File: src/hex8_shape_function_eval_macros.svh
// Assertion macros shared by the hex8 shape function evaluator.
`ifndef HEX8_SHAPE_FUNCTION_EVAL_MACROS_SVH
`define HEX8_SHAPE_FUNCTION_EVAL_MACROS_SVH

// Check that the consequent holds in the same cycle as the antecedent.
`define HEX8SFE_ASSERT_SAME(label, ante, cons, msg) \
    label: assert property (@(posedge clk) disable iff (!rst_n) (ante) |-> (cons)) \
        else $error(msg);

// Check that the consequent holds in the cycle after the antecedent.
`define HEX8SFE_ASSERT_NEXT(label, ante, cons, msg) \
    label: assert property (@(posedge clk) disable iff (!rst_n) (ante) |=> (cons)) \
        else $error(msg);

`endif

File: src/hex8sfe_pkg.sv
// Package: node ordering and output limits of the hex8 shape function evaluator.
package hex8sfe_pkg;

    localparam int unsigned NODE_COUNT = 8;
    localparam logic [2:0] LAST_NODE = 3'd7;
    localparam logic [14:0] SHAPE_MAX = 15'd32767;
    localparam logic [13:0] DERIV_MAG_MAX = 14'd16383;

    // Corner signs per node: bit0 xi positive, bit1 eta positive, bit2 zeta positive.
    function automatic logic [2:0] corner_bits(input logic [2:0] node);
        logic [2:0] bits;
        case (node)
            3'd0: bits = 3'b000;
            3'd1: bits = 3'b001;
            3'd2: bits = 3'b011;
            3'd3: bits = 3'b010;
            3'd4: bits = 3'b100;
            3'd5: bits = 3'b101;
            3'd6: bits = 3'b111;
            3'd7: bits = 3'b110;
            default: bits = 3'b000;
        endcase
        return bits;
    endfunction

endpackage

File: src/hex8sfe_if.sv
// Channel interfaces: local point items in, node result items out.
interface hex8sfe_point_if;
    logic               valid;
    logic               ready;
    logic signed [15:0] coord_xi;
    logic signed [15:0] coord_eta;
    logic signed [15:0] coord_zeta;

    modport source (output valid, coord_xi, coord_eta, coord_zeta, input ready);
    modport sink (input valid, coord_xi, coord_eta, coord_zeta, output ready);
endinterface

interface hex8sfe_node_if;
    logic               valid;
    logic               ready;
    logic        [2:0]  node_index;
    logic        [14:0] shape_value;
    logic signed [14:0] deriv_xi;
    logic signed [14:0] deriv_eta;
    logic signed [14:0] deriv_zeta;
    logic               last_node;

    modport source (output valid, node_index, shape_value, deriv_xi, deriv_eta,
                    deriv_zeta, last_node, input ready);
    modport sink (input valid, node_index, shape_value, deriv_xi, deriv_eta,
                  deriv_zeta, last_node, output ready);
endinterface

File: src/hex8_shape_function_eval.sv
// Trilinear hex8 shape functions and their derivatives, one node per cycle unless the output stalls.
// Usage:
//   point (sink): one local point (coord_xi, coord_eta, coord_zeta), signed with
//   FRAC_BITS fraction bits; each coordinate is clamped to [-1, 1].
//   node (source): eight result items per point, nodes 0..7 in corner order,
//   each with shape_value and the three partial derivatives; last_node marks
//   node 7. Items move on valid && ready.
// Timing:
//   The first node of a point passes from the point hold register through
//   stage 1 and stage 2 into the output register; the remaining nodes follow
//   one per cycle unless stalled. Each point yields eight node results; the
//   next point is taken while node 7 issues, so points stream with no gap.
//   Pipeline: point hold register, product stage, second product and
//   derivative rounding stage, shape rounding into the output register.
// Reset: asynchronous, active low; all stages empty, no point held.
// Stall: while node.valid is high and node.ready is low the whole pipeline
//   holds; nothing is dropped or repeated. point.ready stays low while a point
//   is held and rises in the cycle that point issues node 7.
module hex8_shape_function_eval
    import hex8sfe_pkg::*;
#(
    parameter int FRAC_BITS = 14
)
(
    input logic            clk,
    input logic            rst_n,
    hex8sfe_point_if.sink  point,
    hex8sfe_node_if.source node
);

    // Coordinate width for the clamp, factor width, product widths.
    localparam int XW = (FRAC_BITS + 3 > 17) ? FRAC_BITS + 3 : 17;
    localparam int FW = FRAC_BITS + 2;
    localparam int PW = 2 * FW;
    localparam int HW = PW - FRAC_BITS;
    localparam int LW = FRAC_BITS + FW;
    localparam int TW = HW + FW;

    localparam logic signed [XW-1:0] ONE_S = {{(XW-1){1'b0}}, 1'b1} << FRAC_BITS;
    localparam logic [PW:0] DRND = {{PW{1'b0}}, 1'b1} << (FRAC_BITS + 2);
    localparam logic [TW-1:0] SRND = {{(TW-1){1'b0}}, 1'b1} << (FRAC_BITS + 2);

    // Sign-extend a coordinate and clamp it to [-ONE, ONE].
    function automatic logic signed [XW-1:0] clamp_coord(input logic [15:0] raw);
        logic signed [XW-1:0] v;
        v = {{(XW-16){raw[15]}}, raw};
        if (v > ONE_S)
        begin
            v = ONE_S;
        end
        if (v < -ONE_S)
        begin
            v = -ONE_S;
        end
        return v;
    endfunction

    // Round a two-factor product to a derivative, saturate, apply the corner sign.
    function automatic logic [14:0] round_deriv(input logic [PW-1:0] p, input logic pos);
        logic [PW:0]  sum;
        logic [PW:0]  mag;
        logic [13:0]  mag14;
        sum = {1'b0, p} + DRND;
        mag = sum >> (FRAC_BITS + 3);
        if (mag > (PW+1)'(DERIV_MAG_MAX))
        begin
            mag14 = DERIV_MAG_MAX;
        end
        else
        begin
            mag14 = mag[13:0];
        end
        return pos ? {1'b0, mag14} : (15'd0 - {1'b0, mag14});
    endfunction

    // Pipeline advance: the output register is free or being taken.
    logic adv;
    assign adv = !node.valid || node.ready;

    // ---------------------------------------------------------------
    // Point hold register and node sequencer
    // ---------------------------------------------------------------
    logic          hold_valid_reg;
    logic [2:0]    node_cnt_reg;
    logic [FW-1:0] fxp_reg, fxn_reg, fyp_reg, fyn_reg, fzp_reg, fzn_reg;
    logic          accept;
    logic          issue;
    logic signed [XW-1:0] cx, cy, cz;
    logic signed [XW-1:0] sxp, sxn, syp, syn, szp, szn;

    assign issue = hold_valid_reg && adv;
    assign point.ready = !hold_valid_reg || (adv && node_cnt_reg == LAST_NODE);
    assign accept = point.valid && point.ready;

    // Form the six factors ONE +/- c of the incoming point.
    always_comb
    begin
        cx  = clamp_coord(point.coord_xi);
        cy  = clamp_coord(point.coord_eta);
        cz  = clamp_coord(point.coord_zeta);
        sxp = ONE_S + cx;
        sxn = ONE_S - cx;
        syp = ONE_S + cy;
        syn = ONE_S - cy;
        szp = ONE_S + cz;
        szn = ONE_S - cz;
    end

    // Load a new point or advance through its nodes.
    always_ff @(posedge clk or negedge rst_n)
    begin
        if (!rst_n)
        begin
            hold_valid_reg <= 1'b0;
            node_cnt_reg   <= 3'd0;
        end
        else if (accept)
        begin
            hold_valid_reg <= 1'b1;
            node_cnt_reg   <= 3'd0;
        end
        else if (issue)
        begin
            if (node_cnt_reg == LAST_NODE)
            begin
                hold_valid_reg <= 1'b0;
            end
            node_cnt_reg <= node_cnt_reg + 3'd1;
        end
    end

    always_ff @(posedge clk)
    begin
        if (accept)
        begin
            fxp_reg <= sxp[FW-1:0];
            fxn_reg <= sxn[FW-1:0];
            fyp_reg <= syp[FW-1:0];
            fyn_reg <= syn[FW-1:0];
            fzp_reg <= szp[FW-1:0];
            fzn_reg <= szn[FW-1:0];
        end
    end

    // ---------------------------------------------------------------
    // Stage 1: select node factors, form the pairwise products
    // ---------------------------------------------------------------
    logic          s1_valid_reg;
    logic [2:0]    s1_node_reg;
    logic [2:0]    s1_bits_reg;
    logic [PW-1:0] s1_xy_reg, s1_yz_reg, s1_xz_reg;
    logic [FW-1:0] s1_fz_reg;
    logic [2:0]    s1_bits_next;
    logic [FW-1:0] fx, fy, fz;
    logic [PW-1:0] s1_xy_next, s1_yz_next, s1_xz_next;

    always_comb
    begin
        s1_bits_next = corner_bits(node_cnt_reg);
        fx = s1_bits_next[0] ? fxp_reg : fxn_reg;
        fy = s1_bits_next[1] ? fyp_reg : fyn_reg;
        fz = s1_bits_next[2] ? fzp_reg : fzn_reg;
        s1_xy_next = PW'(fx) * PW'(fy);
        s1_yz_next = PW'(fy) * PW'(fz);
        s1_xz_next = PW'(fx) * PW'(fz);
    end

    always_ff @(posedge clk or negedge rst_n)
    begin
        if (!rst_n)
        begin
            s1_valid_reg <= 1'b0;
        end
        else if (adv)
        begin
            s1_valid_reg <= issue;
        end
    end

    always_ff @(posedge clk)
    begin
        if (adv)
        begin
            s1_node_reg <= node_cnt_reg;
            s1_bits_reg <= s1_bits_next;
            s1_xy_reg   <= s1_xy_next;
            s1_yz_reg   <= s1_yz_next;
            s1_xz_reg   <= s1_xz_next;
            s1_fz_reg   <= fz;
        end
    end

    // ---------------------------------------------------------------
    // Stage 2: split products for the triple product, round derivatives
    // ---------------------------------------------------------------
    logic          s2_valid_reg;
    logic [2:0]    s2_node_reg;
    logic [TW-1:0] s2_hi_reg;
    logic [LW-1:0] s2_lo_reg;
    logic [14:0]   s2_dxi_reg, s2_deta_reg, s2_dzeta_reg;
    logic [TW-1:0] s2_hi_next;
    logic [LW-1:0] s2_lo_next;

    always_comb
    begin
        s2_hi_next = TW'(s1_xy_reg[PW-1:FRAC_BITS]) * TW'(s1_fz_reg);
        s2_lo_next = LW'(s1_xy_reg[FRAC_BITS-1:0]) * LW'(s1_fz_reg);
    end

    always_ff @(posedge clk or negedge rst_n)
    begin
        if (!rst_n)
        begin
            s2_valid_reg <= 1'b0;
        end
        else if (adv)
        begin
            s2_valid_reg <= s1_valid_reg;
        end
    end

    always_ff @(posedge clk)
    begin
        if (adv)
        begin
            s2_node_reg  <= s1_node_reg;
            s2_hi_reg    <= s2_hi_next;
            s2_lo_reg    <= s2_lo_next;
            s2_dxi_reg   <= round_deriv(s1_yz_reg, s1_bits_reg[0]);
            s2_deta_reg  <= round_deriv(s1_xz_reg, s1_bits_reg[1]);
            s2_dzeta_reg <= round_deriv(s1_xy_reg, s1_bits_reg[2]);
        end
    end

    // ---------------------------------------------------------------
    // Stage 3: sum, round and saturate the shape value into the output
    // ---------------------------------------------------------------
    logic          out_valid_reg;
    logic [2:0]    out_node_reg;
    logic [14:0]   out_shape_reg;
    logic [14:0]   out_dxi_reg, out_deta_reg, out_dzeta_reg;
    logic [TW-1:0] t_sum;
    logic [TW-1:0] shp;
    logic [14:0]   out_shape_next;

    always_comb
    begin
        t_sum = s2_hi_reg + TW'(s2_lo_reg >> FRAC_BITS) + SRND;
        shp   = t_sum >> (FRAC_BITS + 3);
        if (shp > TW'(SHAPE_MAX))
        begin
            out_shape_next = SHAPE_MAX;
        end
        else
        begin
            out_shape_next = shp[14:0];
        end
    end

    always_ff @(posedge clk or negedge rst_n)
    begin
        if (!rst_n)
        begin
            out_valid_reg <= 1'b0;
        end
        else if (adv)
        begin
            out_valid_reg <= s2_valid_reg;
        end
    end

    always_ff @(posedge clk)
    begin
        if (adv)
        begin
            out_node_reg  <= s2_node_reg;
            out_shape_reg <= out_shape_next;
            out_dxi_reg   <= s2_dxi_reg;
            out_deta_reg  <= s2_deta_reg;
            out_dzeta_reg <= s2_dzeta_reg;
        end
    end

    // Drive the result channel from the output register.
    assign node.valid       = out_valid_reg;
    assign node.node_index  = out_node_reg;
    assign node.shape_value = out_shape_reg;
    assign node.deriv_xi    = out_dxi_reg;
    assign node.deriv_eta   = out_deta_reg;
    assign node.deriv_zeta  = out_dzeta_reg;
    assign node.last_node   = (out_node_reg == LAST_NODE);

    // ---------------------------------------------------------------
    // Assertions
    // ---------------------------------------------------------------
`include "hex8_shape_function_eval_macros.svh"

    `HEX8SFE_ASSERT_NEXT(a_accept_starts_node0, accept,
        hold_valid_reg && node_cnt_reg == 3'd0, "accepted point does not start at node 0")
    `HEX8SFE_ASSERT_NEXT(a_node_steps, issue && !accept && node_cnt_reg != LAST_NODE,
        hold_valid_reg && node_cnt_reg == $past(node_cnt_reg) + 3'd1,
        "node sequencer skipped or repeated a node")
    `HEX8SFE_ASSERT_SAME(a_no_accept_mid_point, hold_valid_reg && node_cnt_reg != LAST_NODE,
        !point.ready, "point accepted before the held point finished")

endmodule

File: src/flat_wrapper.sv
// flat-port wrapper written by rule: the top's interface ports become plain ports
module hex8_shape_function_eval_flat import hex8sfe_pkg::*;
#(
    parameter int FRAC_BITS = 14
)
  (clk, rst_n, point_valid, point_coord_xi, point_coord_eta, point_coord_zeta, point_ready, node_valid, node_node_index, node_shape_value, node_deriv_xi, node_deriv_eta, node_deriv_zeta, node_last_node, node_ready);
  hex8sfe_point_if point_i ();
  hex8sfe_node_if node_i ();
  input logic clk;
  input logic rst_n;
  input wire logic [$bits(point_i.valid)-1:0] point_valid;
  input wire logic [$bits(point_i.coord_xi)-1:0] point_coord_xi;
  input wire logic [$bits(point_i.coord_eta)-1:0] point_coord_eta;
  input wire logic [$bits(point_i.coord_zeta)-1:0] point_coord_zeta;
  output wire logic [$bits(point_i.ready)-1:0] point_ready;
  output wire logic [$bits(node_i.valid)-1:0] node_valid;
  output wire logic [$bits(node_i.node_index)-1:0] node_node_index;
  output wire logic [$bits(node_i.shape_value)-1:0] node_shape_value;
  output wire logic [$bits(node_i.deriv_xi)-1:0] node_deriv_xi;
  output wire logic [$bits(node_i.deriv_eta)-1:0] node_deriv_eta;
  output wire logic [$bits(node_i.deriv_zeta)-1:0] node_deriv_zeta;
  output wire logic [$bits(node_i.last_node)-1:0] node_last_node;
  input wire logic [$bits(node_i.ready)-1:0] node_ready;
  assign point_i.valid = point_valid;
  assign point_i.coord_xi = point_coord_xi;
  assign point_i.coord_eta = point_coord_eta;
  assign point_i.coord_zeta = point_coord_zeta;
  assign point_ready = point_i.ready;
  assign node_valid = node_i.valid;
  assign node_node_index = node_i.node_index;
  assign node_shape_value = node_i.shape_value;
  assign node_deriv_xi = node_i.deriv_xi;
  assign node_deriv_eta = node_i.deriv_eta;
  assign node_deriv_zeta = node_i.deriv_zeta;
  assign node_last_node = node_i.last_node;
  assign node_i.ready = node_ready;
  hex8_shape_function_eval #(.FRAC_BITS(FRAC_BITS)) u_core (.clk(clk), .rst_n(rst_n), .point(point_i), .node(node_i));
endmodule
File: config.mk
export PLATFORM = sky130hd
export DESIGN_NAME = hex8_shape_function_eval_flat
export DESIGN_NICKNAME = d
export VERILOG_FILES = /design/src/hex8sfe_pkg.sv /design/src/hex8sfe_if.sv /design/src/hex8_shape_function_eval.sv /design/src/flat_wrapper.sv
export VERILOG_INCLUDE_DIRS = /design/src /design/src/src
export SDC_FILE = /design/constraint.sdc
export NUM_CORES = 2
export LEC_CHECK = 0
export ABC_CLOCK_PERIOD_IN_PS = 10500
export BUFFER_PORTS_ARGS = -buffer_cell sky130_fd_sc_hd__buf_4
export CAP_MARGIN = 5
export CELL_PAD_IN_SITES_DETAIL_PLACEMENT = 0
export CELL_PAD_IN_SITES_GLOBAL_PLACEMENT = 2
export CORE_MARGIN = 1
export CORE_UTILIZATION = 40
export CTS_BUF_LIST = sky130_fd_sc_hd__clkbuf_2 sky130_fd_sc_hd__clkbuf_4 sky130_fd_sc_hd__clkbuf_8
export CTS_CLUSTER_SIZE = 28
export DETAILED_ROUTE_END_ITERATION = 8
export GPL_ROUTABILITY_DRIVEN = 0
export GPL_TIMING_DRIVEN = 0
export HOLD_SLACK_MARGIN = 0.02
export PLACE_DENSITY_LB_ADDON = 0.1
export SLEW_MARGIN = 20
export SYNTH_ARGS = -nofsm -noshare
export SYNTH_HDL_FRONTEND = slang
export SYNTH_SLANG_ARGS = --single-unit
File: constraint.sdc
create_clock -name clk -period 10.5 [get_ports clk]
set_input_delay 0.525 -clock clk [delete_from_list [all_inputs] [get_ports clk]]
set_output_delay 0.525 -clock clk [all_outputs]
set_load 0.02 [all_outputs]
======== Yosys cells after proc, flatten, opt, wreduce, memory -nomap -nowiden ========
Memories as Yosys holds them, arrays and structs flattened.
Cells that the tools add are included.
W data, S select, Z words.
storage, ports and cells
  flip-flop bits (word level) ............. 396
  bits in read-only memories .............. 24
  output and inout bits ................... 66
  memories ................................ 1
operators by class
  $add $sub $neg .......................... 15
  multipliers ............................. 5
  magnitude comparators ................... 10
  eq/ne operators ......................... 2
  muxes and demuxes ....................... 23
  reduce and logical (&&, ||, !) cells .... 10
memory list
  memory           words  width  read ports  clocked after memory_dff  wr ports  line               RTL
  (no name shown)  8      3      1           0                         0         hex8sfe_pkg.sv:12  case (node)
operators with widths
  cell                      number
  $mux W14                  9
  $add A32 B17 Y33 const B  3
  $mul A16 B16 Y32          3
  $mux W16                  6
  $lt A17 B15 Y1 const B    3
  $mux W17                  3
  $add A16 B16 Y16 const A  3
  $gt A16 B14 Y1 const B    3
  $gt A16 B16 Y1 const B    3
  $sub A16 B16 Y16 const A  3
  $sub A1 B14 Y15 const A   3
  $add A34 B16 Y34          1
  $add A34 B17 Y34 const B  1
  $mul A18 B16 Y34          1
  $mul A14 B16 Y30          1
  $gt A17 B15 Y1 const B    1
  $eq A3 B3 Y1 const B      2
  $mux W3                   2
  $reduce_bool A2 Y1        2
  $add A3 B1 Y3 const B     1
  $logic_and A1 B1 Y1       3
  $mux W1                   3
  $logic_not A1 Y1          2
  $logic_or A1 B1 Y1        2
  $reduce_and A2 Y1         1

======== Depth between registers and ports, before layout ========
  depth in word-level cells ............... 7
  mapped depth ............................ 28
  mapped depth without buffers ............ 25

======== Worst setup path after synthesis ========
No wires, ideal clock.
  path type ............................... register to register
  start point ............................. reg u_core.out_valid_reg (netlist: u_core.node.valid)
  end point ............................... reg u_core.fxn_reg[0] (enable)
  setup time .............................. 462 ps
  data arrival time ....................... 8210 ps
  required time ........................... 10038 ps
  setup slack ............................. 1828 ps
  stages on the path, launching flop included .. 5
  path buffers ............................ 0
  path through ............................ dfrtp_1 -> nor2b_1 -> inv_1 -> a21o_1 -> and2_1
between the ends
  longest elaborated chain between the ends .. 5
ends and longest elaborated chain
  what                    line                             RTL
  from (decl)             hex8_shape_function_eval.sv:238  logic out_valid_reg;
  from (signal assigned)  hex8_shape_function_eval.sv:268  out_valid_reg <= s2_valid_reg;
  $logic_not A1 Y1        hex8_shape_function_eval.sv:78   assign adv = !node.valid || node.ready;
  $logic_or A1 B1 Y1      hex8_shape_function_eval.sv:78
  via u_core.adv          hex8_shape_function_eval.sv:77   logic adv;
  $logic_and A1 B1 Y1     hex8_shape_function_eval.sv:92   assign point.ready = !hold_valid_reg || (adv && node_cnt_reg == LAST_NODE);
  $logic_or A1 B1 Y1      hex8_shape_function_eval.sv:92
  via point_ready         flat_wrapper.sv:15               output wire logic [$bits(point_i.ready)-1:0] point_ready;
  $logic_and A1 B1 Y1     hex8_shape_function_eval.sv:93   assign accept = point.valid && point.ready;
  via u_core.accept       hex8_shape_function_eval.sv:86   logic accept;
  to (signal assigned)    hex8_shape_function_eval.sv:137  fxn_reg <= sxn[FW-1:0];
  to (decl)               hex8_shape_function_eval.sv:85   logic [FW-1:0] fxp_reg, fxn_reg, fyp_reg, fyn_reg, fzp_reg, fzn_reg;
The timed path passes the listed nets, and every way through them passes these cells.
A chain may end at the register's enable or synchronous reset.

======== Worst setup path in the final report ========
  start point ............................. reg u_core.node_cnt_reg[0]
  end point ............................... reg u_core.s1_xy_reg[31], data pin
between the ends
  longest elaborated chain between the ends .. 3
  elaborated cells between the ends (all ways) .. 4
  classes of those cells .................. mul: 1; mux: 2; memory: 1
ends and longest elaborated chain
  what                        line                             RTL
  from (decl)                 hex8_shape_function_eval.sv:84   logic [2:0] node_cnt_reg;
  from (signal assigned)      hex8_shape_function_eval.sv:128  node_cnt_reg <= node_cnt_reg + 3'd1;
  $mem_v2 Z8 W3               -
  via u_core.s1_bits_next[0]  hex8_shape_function_eval.sv:153  logic [2:0] s1_bits_next;
  $mux W16                    hex8_shape_function_eval.sv:160  fx = s1_bits_next[0] ? fxp_reg : fxn_reg;
  $mul A16 B16 Y32            hex8_shape_function_eval.sv:163  s1_xy_next = PW'(fx) * PW'(fy);
  via u_core.s1_xy_next[31]   hex8_shape_function_eval.sv:155  logic [PW-1:0] s1_xy_next, s1_yz_next, s1_xz_next;
  to (signal assigned)        hex8_shape_function_eval.sv:186  s1_xy_reg <= s1_xy_next;
  to (decl)                   hex8_shape_function_eval.sv:151  logic [PW-1:0] s1_xy_reg, s1_yz_reg, s1_xz_reg;
The timed path passes the listed nets, and every way through them passes these cells.

==> reports/results.tsv <==
metric	value	unit
tritoncts	done	
antenna_found_initial	11	
finalCritPeriodShare	94.44	%
drtPass1Iterations	7	
synth-seq-cells	345	
place_inst	7704	
post_cts_buffers	0	
startpoint_type	flop	
cts.sinks	345	
place.port_buffers	117	
nets	7551	
setup_violations	0	
rows	135	
synthArstFlopShare	2.029	%
hold_slack	0.1077	ns
drtIter0Drc	2035	
ios	118	
place_hpwl	142200	um
period_needed	9.916	ns
cts_root_buf	clkbuf_8	
yosys-top-cells-area	fa_1, edfxtp_1, ha_1	
worstPathArrival	10.51	ns
wirelength	176200	um
r2r_setup_slack	0.58	ns
synth-simple-area-share	14.97	%
slew_headroom	17.77	%
synthMostInstantiatedCell	inv_1	
cts_buffers	67	
required	11.09	ns
routedWlPerCell	22.49	um
synth_nets	7345	
grt_overflow	0	
grt_pass1_wl	269000	um
worstSetupPathType	reg2reg	
h-tree-depth	3	
synth_xor_area_share	3.140	%
synthMuxAreaShare	1.720	%
synth_largest_area_cell	fa_1	
core	136100	um2
die_w	373.6	um
drv_cap	0	
regToRegEndpoint	u_core.s1_xy_reg[31]	
finClkSkew	0.05698	ns
ant_nets	0	
grt_max_degree	99	
max_freq	100.8	MHz
area_delta_synth_final	8.841	%
yosys.area.top_type_share	35.02	%
hold_buffers	11	
final_area	60110	um2
ys.flop_type	edfxtp_1	
path_clk_slew	0.07	ns
r2r_cells	25	
synth_cell_types	90	
netlist_area	55220	um2
synth_compound_area_share	4.894	%
fp.dieH	373.6	um
synth_adder_area_share	47.03	%
worst_pin_slew	1.233	ns
dpl-instance-area	58680	um2
critPathMaxFanout	10	
die_area	139500	um2
crit_end	u_core.s1_xy_reg[31]	
grt_pass1_vias	42880	
final_layout_size_suffix_gt1_share	5.651	%
grt_use_total	25.94	%
drcViolationCount	0	
hp-class	in2reg	
fin_cells	7836	
cts-resized-gates	0	
rr_startpoint	u_core.node_cnt_reg[0]	
clock_latency	0.75	ns
synth.avg_cell_area	9.526	um2
synth_edf_count	338	
synth_commonest_cells	inv_1, fa_1, nand2_1	
synthCells	5797	
cts_max_path_buffers	3	
largest_register_ffs	34	
drv_slew	0	
start_util	40.56	%
status	completed	
rsz0062_at_grt	false	
crit_start	u_core.node_cnt_reg[0]	
viasPerCell	5.046	
synth_top_family_by_area	adder cells	
yosysSeqAreaShare	18.70	%
hold_viol	0	
endpoint_kind	flop	
yosysWarningCount	0	
num_vias	39540	
[critical path: stages, from the launching register on]
cell and delay (ns):
dfrtp_1 0.43, ha_1 0.34, clkbuf_1 0.62, clkbuf_2 0.65, mux2i_1 0.77, clkbuf_1 0.92, nor2_1 0.15, fa_1 0.57
inv_1 0.06, fa_1 0.45, fa_1 0.52, inv_1 0.05, fa_1 0.45, fa_1 0.51, inv_1 0.05, fa_1 0.47
inv_1 0.04, ha_1 0.35, nand4_1 0.29, nor4b_1 0.37, nor2_1 0.13, nand2_1 0.17, a311oi_1 0.19, o41ai_2 0.74
a2111oi_0 0.22, nor3_1 0.20
[per-stage QoR]
| stage | utilization (%) | TNS (ns) | setup WS, ns |
|---|---|---|---|
| 2_1_floorplan | - | 0 | 1.828 |
| 3_3_place_gp | 42.84 | -104.91 | -1.162 |
| 3_5_place_dp | 43.10 | 0 | 0.5195 |
| 4_1_cts | 44.14 | 0 | 0.5249 |
| 5_1_grt | 44.15 | 0 | 0.3489 |
| 6_report | 44.15 | 0 | 0.5841 |
[area by class of cell]
cell class	instances	area, um2
Fill cell	13580	76040
Multi-Input combinational cell	4050	39790
Sequential cell	345	10320
Inverter	1153	4335
Tap cell	1781	2228
Timing Repair Buffer	137	1155
Clock buffer	88	1086
Buffer	249	958.4
Clock inverter	30	219.0
Antenna cell	3	7.507
[cell usage in the layout (no fill, tap or decap), types with 115 or more instances in the layout]
| master | count |
|---|---|
| and2_1 | 281 |
| buf_4 | 119 |
| inv_1 | 1147 |
| ha_1 | 530 |
| xnor2_1 | 119 |
| clkbuf_1 | 225 |
| fa_1 | 966 |
| a21oi_1 | 115 |
| edfxtp_1 | 338 |
| nand2_1 | 872 |
| nor2_1 | 444 |
[layer usage]
layer | up-vias | part of all wire, % | global-route usage, %
met5 | - | 0.019 | 0
met2 | 981 | 49 | 44.97
met1 | 19900 | 41 | 32.21
met4 | 4 | 5.3 | 11.96
met3 | 340 | 4.5 | 3.116
li1 | 18320 | - | -
[logic make-up (layout without fill, tap and decap cells)]
| logic type | after synthesis | count (layout) |
|---|---|---|
| flip-flops | 345 | 345 |
| buffers and inverters | 1402 | 1657 |
| AO/OA/AOI/OAI | 416 | 416 |
| XOR/XNOR | 198 | 198 |
| other | 0 | 3 |
| adder cells (fa/ha/maj) | 1496 | 1496 |
| multiplexers | 89 | 89 |
| AND/OR/NAND/NOR | 1851 | 1851 |
[worst min path at each step]
| stage | startpoint | to | slack [ns] | cells after the start |
|---|---|---|---|---|
| floorplan | rst_n | u_core.hold_valid_reg | 0.23 | 0 |
| global placement | rst_n | u_core.node.valid | 0.35 | 1 |
| detailed placement | rst_n | u_core.node.valid | 0.35 | 1 |
| CTS | point_coord_zeta[11] | u_core.fzp_reg[11] | 0.02 | 2 |
| global route | point_coord_zeta[11] | u_core.fzp_reg[11] | 0.05 | 2 |
| finish | point_coord_eta[15] | u_core.fyp_reg[15] | 0.11 | 2 |
Power is not shown: default switching activity piles up to over one toggle a cycle in this logic, so the estimate is an artifact.
